<file path="config.mk">
export PLATFORM = sky130hd
export DESIGN_NAME = button_debounce_counter_flat
export DESIGN_NICKNAME = d
export VERILOG_FILES = /design/src/bdc_pkg.sv /design/src/bdc_in_if.sv /design/src/bdc_out_if.sv /design/src/button_debounce_counter.sv /design/src/bdc_lane.sv /design/src/bdc_merge.sv /design/src/bdc_out_buf.sv /design/src/flat_wrapper.sv
export SDC_FILE = /design/constraint.sdc
export NUM_CORES = 2
export LEC_CHECK = 0
export ABC_CLOCK_PERIOD_IN_PS = 14200
export BUFFER_PORTS_ARGS = -buffer_cell sky130_fd_sc_hd__buf_2
export CELL_PAD_IN_SITES_DETAIL_PLACEMENT = 0
export CELL_PAD_IN_SITES_GLOBAL_PLACEMENT = 1
export CORE_MARGIN = 8
export CORE_UTILIZATION = 50
export CTS_CLUSTER_DIAMETER = 50
export DETAILED_ROUTE_END_ITERATION = 6
export GPL_TIMING_DRIVEN = 0
export PLACE_DENSITY = 0.94
export SLEW_MARGIN = 5
export SYNTH_ARGS = -nofsm -noshare
export SYNTH_HDL_FRONTEND = slang
export SYNTH_HIERARCHICAL = 1
export SYNTH_SLANG_ARGS = --single-unit
export TNS_END_PERCENT = 20
</file>
<file path="constraint.sdc">
create_clock -name clk -period 14.2 [get_ports clk]
set_clock_uncertainty 0.1 [all_clocks]
set_input_delay 2.13 -clock clk [delete_from_list [all_inputs] [get_ports clk]]
set_output_delay 2.13 -clock clk [all_outputs]
set_load 0.05 [all_outputs]
</file>
<file path="src/bdc_pkg.sv">
`timescale 1ns / 1ps
// shared types and constants of the button debounce counter
package bdc_pkg;

    localparam int NUM_BUTTONS  = 8;
    localparam int NUM_COUNTERS = 8;
    localparam int CNT_W        = 8;
    localparam int TGT_W        = 3;
    localparam int TICKS_W      = 16;
    localparam int BCOUNT_W     = 4;
    localparam int CFG_IDX_W    = 3;
    localparam int CFG_DATA_W   = 64;

    // action codes
    localparam logic ACT_EDGE = 1'b0;
    localparam logic ACT_TICK = 1'b1;

    // configuration register indexes
    localparam logic [CFG_IDX_W-1:0] REG_BUTTON_COUNT   = 3'd0;
    localparam logic [CFG_IDX_W-1:0] REG_INVERT_MASK    = 3'd1;
    localparam logic [CFG_IDX_W-1:0] REG_DELTA_TABLE    = 3'd2;
    localparam logic [CFG_IDX_W-1:0] REG_TARGET_TABLE   = 3'd3;
    localparam logic [CFG_IDX_W-1:0] REG_DEBOUNCE_TICKS = 3'd4;

    localparam logic [TICKS_W-1:0] TICKS_RESET = 16'd50;

    typedef logic [NUM_COUNTERS-1:0][CNT_W-1:0] cnt_vec_t;
    typedef logic [NUM_BUTTONS-1:0][CNT_W-1:0]  delta_vec_t;
    typedef logic [NUM_BUTTONS-1:0][TGT_W-1:0]  tgt_vec_t;

    // what one button lane found at window expiry
    typedef struct packed {
        logic             hit;
        logic             changed;
        logic             level;
        logic [TGT_W-1:0] target;
        logic [CNT_W-1:0] delta;
    } lane_res_t;

    typedef lane_res_t [NUM_BUTTONS-1:0] lane_vec_t;

    // one result item
    typedef struct packed {
        cnt_vec_t counter_values;
        logic     state_changed;
        logic     window_busy;
    } out_item_t;

endpackage

</file>
<file path="src/bdc_in_if.sv">
`timescale 1ns / 1ps
// input channel: edge events and timer ticks
interface bdc_in_if;
    logic                            valid;
    logic                            ready;
    logic                            action;
    logic [bdc_pkg::NUM_BUTTONS-1:0] edge_mask;
    logic [bdc_pkg::NUM_BUTTONS-1:0] levels;

    modport source (output valid, output action, output edge_mask, output levels,
                    input ready);
    modport sink   (input valid, input action, input edge_mask, input levels,
                    output ready);
endinterface

</file>
<file path="src/bdc_out_if.sv">
`timescale 1ns / 1ps
// output channel: counter snapshot and status
interface bdc_out_if;
    logic              valid;
    logic              ready;
    bdc_pkg::cnt_vec_t counter_values;
    logic              state_changed;
    logic              window_busy;

    modport source (output valid, output counter_values, output state_changed,
                    output window_busy, input ready);
    modport sink   (input valid, input counter_values, input state_changed,
                    input window_busy, output ready);
endinterface

</file>
<file path="src/button_debounce_counter.sv">
`timescale 1ns / 1ps
// top level: debounce window control, button lanes, counter merge, result buffer
//
//  channel   dir  handshake          payload
//  in_ch     in   valid/ready        action, edge_mask, levels
//  out_ch    out  valid/ready        counter_values, state_changed, window_busy
//  cfg       in   cfg_we (no wait)   cfg_index, cfg_data
//
// one item per cycle while in_ch.ready is high; each accepted item yields one result item,
// registered in a two-entry buffer, visible the cycle after acceptance if no older result waits.
// window control, all eight lanes and the counter merge settle in the cycle
// of acceptance, so state is current for the next item.
// in_ch.ready drops only when both buffer entries hold results not yet taken.
// reset clears all state but the buffer payload; debounce_ticks comes up at 50, other registers at 0.
module button_debounce_counter (
    input  logic                                clk,
    input  logic                                rst_n,
    input  logic                                cfg_we,
    input  logic [bdc_pkg::CFG_IDX_W-1:0]       cfg_index,
    input  logic [bdc_pkg::CFG_DATA_W-1:0]      cfg_data,
    bdc_in_if.sink                              in_ch,
    bdc_out_if.source                           out_ch
);
    localparam int NB = bdc_pkg::NUM_BUTTONS;

    // configuration registers
    logic [bdc_pkg::BCOUNT_W-1:0] button_count_reg;
    logic [NB-1:0]                invert_mask_reg;
    bdc_pkg::delta_vec_t          delta_table_reg;
    bdc_pkg::tgt_vec_t            target_table_reg;
    logic [bdc_pkg::TICKS_W-1:0]  debounce_ticks_reg;

    // block state
    bdc_pkg::cnt_vec_t            counters_reg, counters_next;
    logic [NB-1:0]                last_levels_reg, last_levels_next;
    logic [NB-1:0]                sample_flags_reg, sample_flags_next;
    logic [NB-1:0]                deferred_flags_reg, deferred_flags_next;
    logic [bdc_pkg::TICKS_W-1:0]  window_count_reg, window_count_next;
    logic                         window_running_reg, window_running_next;

    logic                         fire;
    logic                         expire;
    logic [NB-1:0]                enabled;
    logic [NB-1:0]                edge_hits;
    logic [NB-1:0]                lane_sample;
    logic [NB-1:0]                lane_levels;
    logic [bdc_pkg::TICKS_W-1:0]  start_ticks;
    logic                         buf_space;
    logic                         changed;
    bdc_pkg::lane_vec_t           lanes;
    bdc_pkg::cnt_vec_t            merged;
    bdc_pkg::out_item_t           result;

    // configuration writes
    always_ff @(posedge clk or negedge rst_n)
    begin
        if (!rst_n)
        begin
            button_count_reg   <= '0;
            invert_mask_reg    <= '0;
            delta_table_reg    <= '0;
            target_table_reg   <= '0;
            debounce_ticks_reg <= bdc_pkg::TICKS_RESET;
        end
        else if (cfg_we)
        begin
            unique case (cfg_index)
                bdc_pkg::REG_BUTTON_COUNT:
                    button_count_reg <= cfg_data[bdc_pkg::BCOUNT_W-1:0];
                bdc_pkg::REG_INVERT_MASK:
                    invert_mask_reg <= cfg_data[NB-1:0];
                bdc_pkg::REG_DELTA_TABLE:
                    delta_table_reg <= cfg_data[NB*bdc_pkg::CNT_W-1:0];
                bdc_pkg::REG_TARGET_TABLE:
                    target_table_reg <= cfg_data[NB*bdc_pkg::TGT_W-1:0];
                bdc_pkg::REG_DEBOUNCE_TICKS:
                    debounce_ticks_reg <= cfg_data[bdc_pkg::TICKS_W-1:0];
                default:
                    ;
            endcase
        end
    end

    // enabled buttons, saturating at the lane count
    always_comb
    begin
        for (int i = 0; i < NB; i++)
        begin
            enabled[i] = ({1'b0, button_count_reg} > (bdc_pkg::BCOUNT_W+1)'(i));
        end
    end

    assign in_ch.ready = buf_space;
    assign fire        = in_ch.valid & in_ch.ready;
    assign edge_hits   = in_ch.edge_mask & enabled;
    assign start_ticks = (debounce_ticks_reg == '0) ? bdc_pkg::TICKS_W'(1)
                                                    : debounce_ticks_reg;
    assign expire      = fire & (in_ch.action == bdc_pkg::ACT_TICK) &
                         window_running_reg & (window_count_reg <= bdc_pkg::TICKS_W'(1));
    assign lane_sample = expire ? (sample_flags_reg & enabled) : '0;

    // button lanes
    for (genvar g = 0; g < NB; g++)
    begin : g_lane
        bdc_lane u_lane (
            .sample     (lane_sample[g]),
            .raw_level  (in_ch.levels[g]),
            .invert     (invert_mask_reg[g]),
            .last_level (last_levels_reg[g]),
            .delta      (delta_table_reg[g]),
            .target     (target_table_reg[g]),
            .res        (lanes[g])
        );
        assign lane_levels[g] = lanes[g].level;
    end

    // counter merge
    bdc_merge u_merge (
        .lanes         (lanes),
        .counters      (counters_reg),
        .counters_next (merged),
        .changed       (changed)
    );

    // window control
    always_comb
    begin
        counters_next       = counters_reg;
        last_levels_next    = last_levels_reg;
        sample_flags_next   = sample_flags_reg;
        deferred_flags_next = deferred_flags_reg;
        window_count_next   = window_count_reg;
        window_running_next = window_running_reg;
        if (fire)
        begin
            if (in_ch.action == bdc_pkg::ACT_EDGE)
            begin
                if (edge_hits != '0)
                begin
                    if (!window_running_reg)
                    begin
                        sample_flags_next   = edge_hits;
                        window_count_next   = start_ticks;
                        window_running_next = 1'b1;
                    end
                    else
                    begin
                        sample_flags_next   = sample_flags_reg & ~edge_hits;
                        deferred_flags_next = deferred_flags_reg | edge_hits;
                    end
                end
            end
            else if (window_running_reg)
            begin
                if (!expire)
                begin
                    window_count_next = window_count_reg - bdc_pkg::TICKS_W'(1);
                end
                else
                begin
                    counters_next       = merged;
                    last_levels_next    = lane_levels;
                    window_count_next   = '0;
                    window_running_next = 1'b0;
                    if (deferred_flags_reg != '0)
                    begin
                        sample_flags_next   = deferred_flags_reg;
                        deferred_flags_next = '0;
                        window_count_next   = start_ticks;
                        window_running_next = 1'b1;
                    end
                end
            end
        end
    end

    always_ff @(posedge clk or negedge rst_n)
    begin
        if (!rst_n)
        begin
            counters_reg       <= '0;
            last_levels_reg    <= '0;
            sample_flags_reg   <= '0;
            deferred_flags_reg <= '0;
            window_count_reg   <= '0;
            window_running_reg <= 1'b0;
        end
        else
        begin
            counters_reg       <= counters_next;
            last_levels_reg    <= last_levels_next;
            sample_flags_reg   <= sample_flags_next;
            deferred_flags_reg <= deferred_flags_next;
            window_count_reg   <= window_count_next;
            window_running_reg <= window_running_next;
        end
    end

    // result item after the update
    always_comb
    begin
        result.counter_values = counters_next;
        result.state_changed  = expire & changed;
        result.window_busy    = window_running_next;
    end

    bdc_out_buf u_out_buf (
        .clk       (clk),
        .rst_n     (rst_n),
        .push      (fire),
        .push_item (result),
        .space     (buf_space),
        .out_ch    (out_ch)
    );
endmodule

</file>
<file path="src/bdc_lane.sv">
`timescale 1ns / 1ps
// one button lane: level qualify, rising detect, delta and target pick
module bdc_lane (
    input  logic                           sample,
    input  logic                           raw_level,
    input  logic                           invert,
    input  logic                           last_level,
    input  logic [bdc_pkg::CNT_W-1:0]      delta,
    input  logic [bdc_pkg::TGT_W-1:0]      target,
    output bdc_pkg::lane_res_t             res
);
    logic level;
    logic rising;

    // qualified level and rising edge
    assign level  = raw_level ^ invert;
    assign rising = sample & level & ~last_level;

    always_comb
    begin
        res.hit     = rising;
        res.changed = rising & (delta != '0);
        res.level   = sample ? level : last_level;
        res.target  = target;
        res.delta   = delta;
    end
endmodule

</file>
<file path="src/bdc_merge.sv">
`timescale 1ns / 1ps
// merge lane results into the counters and the changed flag
module bdc_merge (
    input  bdc_pkg::lane_vec_t lanes,
    input  bdc_pkg::cnt_vec_t  counters,
    output bdc_pkg::cnt_vec_t  counters_next,
    output logic               changed
);
    // per counter, add the deltas of every lane that hit it, mod 256
    always_comb
    begin
        logic [bdc_pkg::CNT_W-1:0] acc;
        for (int c = 0; c < bdc_pkg::NUM_COUNTERS; c++)
        begin
            acc = counters[c];
            for (int b = 0; b < bdc_pkg::NUM_BUTTONS; b++)
            begin
                if (lanes[b].hit &&
                    ({1'b0, lanes[b].target} == (bdc_pkg::TGT_W+1)'(c)))
                begin
                    acc = acc + lanes[b].delta;
                end
            end
            counters_next[c] = acc;
        end
    end

    // any lane applied a nonzero delta
    always_comb
    begin
        changed = 1'b0;
        for (int b = 0; b < bdc_pkg::NUM_BUTTONS; b++)
        begin
            changed = changed | lanes[b].changed;
        end
    end
endmodule

</file>
<file path="src/bdc_out_buf.sv">
`timescale 1ns / 1ps
// two-entry result buffer between the core and the output channel
module bdc_out_buf (
    input  logic               clk,
    input  logic               rst_n,
    input  logic               push,
    input  bdc_pkg::out_item_t push_item,
    output logic               space,
    bdc_out_if.source          out_ch
);
    bdc_pkg::out_item_t mem_reg [2];
    logic               wr_ptr_reg, wr_ptr_next;
    logic               rd_ptr_reg, rd_ptr_next;
    logic [1:0]         count_reg, count_next;
    logic               pop;
    bdc_pkg::out_item_t head;

    assign pop   = out_ch.valid & out_ch.ready;
    assign space = (count_reg != 2'd2);
    assign head  = mem_reg[rd_ptr_reg];

    assign out_ch.valid          = (count_reg != 2'd0);
    assign out_ch.counter_values = head.counter_values;
    assign out_ch.state_changed  = head.state_changed;
    assign out_ch.window_busy    = head.window_busy;

    // pointer and fill bookkeeping
    always_comb
    begin
        wr_ptr_next = push ? ~wr_ptr_reg : wr_ptr_reg;
        rd_ptr_next = pop  ? ~rd_ptr_reg : rd_ptr_reg;
        count_next  = count_reg;
        if (push && !pop)
        begin
            count_next = count_reg + 2'd1;
        end
        else if (!push && pop)
        begin
            count_next = count_reg - 2'd1;
        end
    end

    always_ff @(posedge clk or negedge rst_n)
    begin
        if (!rst_n)
        begin
            wr_ptr_reg <= 1'b0;
            rd_ptr_reg <= 1'b0;
            count_reg  <= 2'd0;
        end
        else
        begin
            wr_ptr_reg <= wr_ptr_next;
            rd_ptr_reg <= rd_ptr_next;
            count_reg  <= count_next;
        end
    end

    // payload storage
    always_ff @(posedge clk)
    begin
        if (push)
        begin
            mem_reg[wr_ptr_reg] <= push_item;
        end
    end
endmodule
</file>
<file path="src/flat_wrapper.sv">
// flat-port wrapper written by rule: the top's interface ports become plain ports
module button_debounce_counter_flat 
  (clk, rst_n, cfg_we, cfg_index, cfg_data, in_ch_valid, in_ch_action, in_ch_edge_mask, in_ch_levels, in_ch_ready, out_ch_valid, out_ch_counter_values, out_ch_state_changed, out_ch_window_busy, out_ch_ready);
  bdc_in_if in_ch_i ();
  bdc_out_if out_ch_i ();
  input  logic clk;
  input  logic rst_n;
  input  logic cfg_we;
  input  logic [bdc_pkg::CFG_IDX_W-1:0] cfg_index;
  input  logic [bdc_pkg::CFG_DATA_W-1:0] cfg_data;
  input wire logic [$bits(in_ch_i.valid)-1:0] in_ch_valid;
  input wire logic [$bits(in_ch_i.action)-1:0] in_ch_action;
  input wire logic [$bits(in_ch_i.edge_mask)-1:0] in_ch_edge_mask;
  input wire logic [$bits(in_ch_i.levels)-1:0] in_ch_levels;
  output wire logic [$bits(in_ch_i.ready)-1:0] in_ch_ready;
  output wire logic [$bits(out_ch_i.valid)-1:0] out_ch_valid;
  output wire logic [$bits(out_ch_i.counter_values)-1:0] out_ch_counter_values;
  output wire logic [$bits(out_ch_i.state_changed)-1:0] out_ch_state_changed;
  output wire logic [$bits(out_ch_i.window_busy)-1:0] out_ch_window_busy;
  input wire logic [$bits(out_ch_i.ready)-1:0] out_ch_ready;
  assign in_ch_i.valid = in_ch_valid;
  assign in_ch_i.action = in_ch_action;
  assign in_ch_i.edge_mask = in_ch_edge_mask;
  assign in_ch_i.levels = in_ch_levels;
  assign in_ch_ready = in_ch_i.ready;
  assign out_ch_valid = out_ch_i.valid;
  assign out_ch_counter_values = out_ch_i.counter_values;
  assign out_ch_state_changed = out_ch_i.state_changed;
  assign out_ch_window_busy = out_ch_i.window_busy;
  assign out_ch_i.ready = out_ch_ready;
  button_debounce_counter u_core (.clk(clk), .rst_n(rst_n), .cfg_we(cfg_we), .cfg_index(cfg_index), .cfg_data(cfg_data), .in_ch(in_ch_i), .out_ch(out_ch_i));
endmodule
</file>
==> key figures <==
Clock tree
  – Inserted Clock Buffers: 44
  – CTS tree: done
  – Clk Latency, worst-skew pair: 0.59 ns
  – CTS Sinks: about 360
  – Clk slew on worst S/H paths: around 0.060 ns
  – CTS root buffer: clkbuf_16
  – Clock Path Buffers: 3
  – H-tree depth: 2

Timing
  – Setup-failing EPs final: 0
  – Max Fclk: 73.4 MHz
  – Least-Margin Pin Slew: 1.22 ns
  – Final min period: between 10 and 15 ns
  – RSZ-0062 raised after global routing: false
  – PnR worst setup slack: 0.569 ns
  – Rel. slew slack: 0.189
  – Final hold slack: approximately 0.40 ns
  – Slew Limit Fails: 0
  – Hold Violations, Final: 0
  – Final Cycle Share: 0.960

Synth
  – Synth area leaders: ha_1 14%, dfrtp_1 14%, edfxtp_1 9.9%, mux2_2 7.5%, xnor2_1 5.2%
  – Mapped cell area: roughly 40000 um2
  – Yosys reg bits: 357
  – Register area share after synthesis: 0.240
  – Mux contribution to synthesized area: 0.107
  – EDFF count, synth: 132
  – Synth warnings: 6
  – Syn Nets: 5151
  – Ys async rst share: 0.630
  – Synth Area per Inst: 8.80 um2
  – Top FF cell, synth: dfrtp_1
  – Main combinational cell family by area after synthesis: compound AO/OA/AOI/OAI gates
  – Post-Synth XOR/XNOR Area: 0.0779
  – Syn Inst Count: between 4000 and 5000
  – Synth top area share: 0.141
  – Unique masters post-synth: 99
  – Complex-gate fraction of the synthesized area: 0.177
  – Area share of fa/ha/maj cells after synthesis: 0.173
  – Simple-Gate Fraction of Synth Area: 0.166
  – Post-synth top area cell: ha_1

Flow run
  – Max cap viols: 0

Detailed routing
  – Post-detailed-route via-to-cell ratio: 6.04
  – DRC errors left: 0
  – 1st-pass router iterations: 6
  – Via count: 35261
  – Final antenna-violating net count: 0
  – Overall routed net length: 129000 um
  – WL/cell: 22.1 um
  – Detailed Route Iter0 Violations: 3053

Worst setup path
  – R2r worst-path depth: 53
  – RR Startpoint: u_core/window_count_reg[13]
  – CP bufs+invs: 10
  – Worst path top cell family by delay: compound AO/OA/AOI/OAI gates
  – Crit-path max cell delay: 0.58 ns
  – Levels on crit path: 54
  – CP Launch Type: input pin
  – Worst flop-to-flop path endpoint: u_core/u_out_buf/mem_reg[0][49]
  – Critical path class: input pin to flop
  – CP most frequent cell: ha_1
  – Critical Path AT: 13.96 ns
  – Crit path max fanout: 10
  – CP Capture Point: u_core/u_out_buf/mem_reg[0][49]
  – R2R Setup Slk: 1.44 ns
  – Critical Path End Type: flop
  – CP max stage cell: a2111oi_2
  – Worst Setup SP: in_ch_action
  – Worst path required time: 14.53 ns

Placement
  – HPWL Detailed: 105000 um
  – Placer congestion estimate: 0.997
  – Port Buffers: 156
  – Pre-CTS WS: -0.604 ns

Layout
  – Share of cells above drive strength 1: 0.152
  – Post-layout util: 0.553
  – Nets: 5360
  – FILL cells: 7286
  – Area grow syn2layout: 9.44%
  – Largest register FFs: roughly 130

Global routing
  – Congestion Overflow GR: 0
  – Vias in the first global route: 33665
  – First-pass GRT wire length: just under 200000 um
  – Pin count of the biggest net entering global routing: 121
  – Number of antenna violations at the first check in global routing: 1
  – Total track usage: 0.276

Pwr
  – Peak supply drop: 0.119 mV
  – Leakage power: 20.6 nW
  – P per Cell Area: 107 nW/um2

Die
  – Die height: 299 um
  – DIE WIDTH: 299 um
  – Core Footprint: 79100 um2
  – Die footprint: 89300 um2
  – Io pins: roughly 160
  – Initial Util: 0.505
  – Cell Rows: 103

Run status
  – Status: finished clean

Min path
  – Worst min path class: flop to flop
-- power breakdown --
part / total, mW / switching [mW] / internal (mW)
Sequential: 1.43 / 0.139 / 1.29
Combinational: 2.10 / 1.34 / 0.761
Clock: 1.14 / 0.468 / 0.673
Total: 4.67 / 1.94 / 2.72
-- cell families after synthesis --
logic type      count (synthesis)
flops                         357
mux                           374
xor+xnor                      351
fa+ha+maj                     516
buf+inv                       496
compound gates               1057
simple gates                 1395
-- per-layer routing --
| layer | GRT usage | vias to the layer above | wire length [um] |
|---|---|---|---|
| met5 | 0 | - | 8 |
| met4 | 0.128 | 2 | 6800 |
| met3 | 0.0289 | 248 | 8050 |
| met2 | 0.466 | 1236 | 60600 |
| met1 | 0.353 | 16982 | 53700 |
| li1 | - | 16793 | - |
-- Yosys cell counts, drive strengths merged (16+ instances only) --
master,n
ha,452
nand2,426
nor2,415
mux2,301
inv,270
a21oi,248
xnor2,237
dfrtp,222
o21ai,210
buf,144
edfxtp,132
nor3,132
a21o,129
xor2,111
nor2b,100
a211oi,82
clkbuf,82
mux2i,73
fa,64
nand3,61
o21a,54
nand2b,52
o211ai,44
a31oi,38
o21bai,36
and3,32
nor4,29
or3,29
o41ai,28
a2111oi,26
and2,23
o31ai,18
a221o,16
o2111a,16
-- metrics by stage --
stage               TNS (ns)  instance area [um2]  total power, mW  cells
global placement       -1.03                42100             3.46   5752
floorplan                  0                40000             2.94   4546
finish                     0                43800             4.67   5842
CTS                        0                43700             4.66   5840
global route               0                43800             4.89   5841
detailed placement     -3.62                42200             3.51   5758
-- layout make-up --
class                      count  area [um2]  area share
buffer                       226        1320      0.0301
sequential                   357        9600       0.219
inverter                     270        1010      0.0232
antenna                        1        2.50   0.0000572
tap                         1050        1310      0.0300
clock inverter                25         330     0.00755
multi-input combinational   3693       28100       0.642
timing repair buffer         163         928      0.0212
clock buffer                  57        1170      0.0267
-- placed cells by master (no fill, tap or decap), types with 54 or more instances in the layout --
| cell type | n |
|---|---|
| a21o_1 | 129 |
| edfxtp_1 | 132 |
| nand3_1 | 61 |
| o21ai_0 | 208 |
| xnor2_1 | 237 |
| a21oi_1 | 242 |
| nor2_1 | 415 |
| clkbuf_1 | 93 |
| nand2_1 | 425 |
| buf_2 | 184 |
| buf_4 | 103 |
| inv_1 | 270 |
| ha_1 | 452 |
| xor2_1 | 111 |
| mux2i_1 | 69 |
| fa_1 | 64 |
| o21a_1 | 54 |
| nor3_1 | 131 |
| dfrtp_1 | 222 |
| mux2_2 | 266 |
| nor2b_1 | 99 |
| a211oi_1 | 81 |
-- worst min path at each step --
stage,slack (ns),depth (start not counted),from,to
CTS,0.40,1,u_core/u_out_buf/count_reg[1],u_core/u_out_buf/count_reg[1]
floorplan,0.36,1,u_core/u_out_buf/wr_ptr_reg,u_core/u_out_buf/wr_ptr_reg
global placement,0.37,1,u_core/u_out_buf/wr_ptr_reg,u_core/u_out_buf/wr_ptr_reg
global route,0.42,1,u_core/target_table_reg[11],u_core/target_table_reg[11]
detailed placement,0.38,1,u_core/u_out_buf/count_reg[1],u_core/u_out_buf/count_reg[1]
finish,0.40,1,u_core/u_out_buf/count_reg[1],u_core/u_out_buf/count_reg[1]
-- what timing repair did --
item,in CTS,in global routing
setup buffers,0,0
hold buffers,0,0
setup endpoints to repair,2,14
gates resized for setup,1,4
Power figures use the tool's default switching activity.
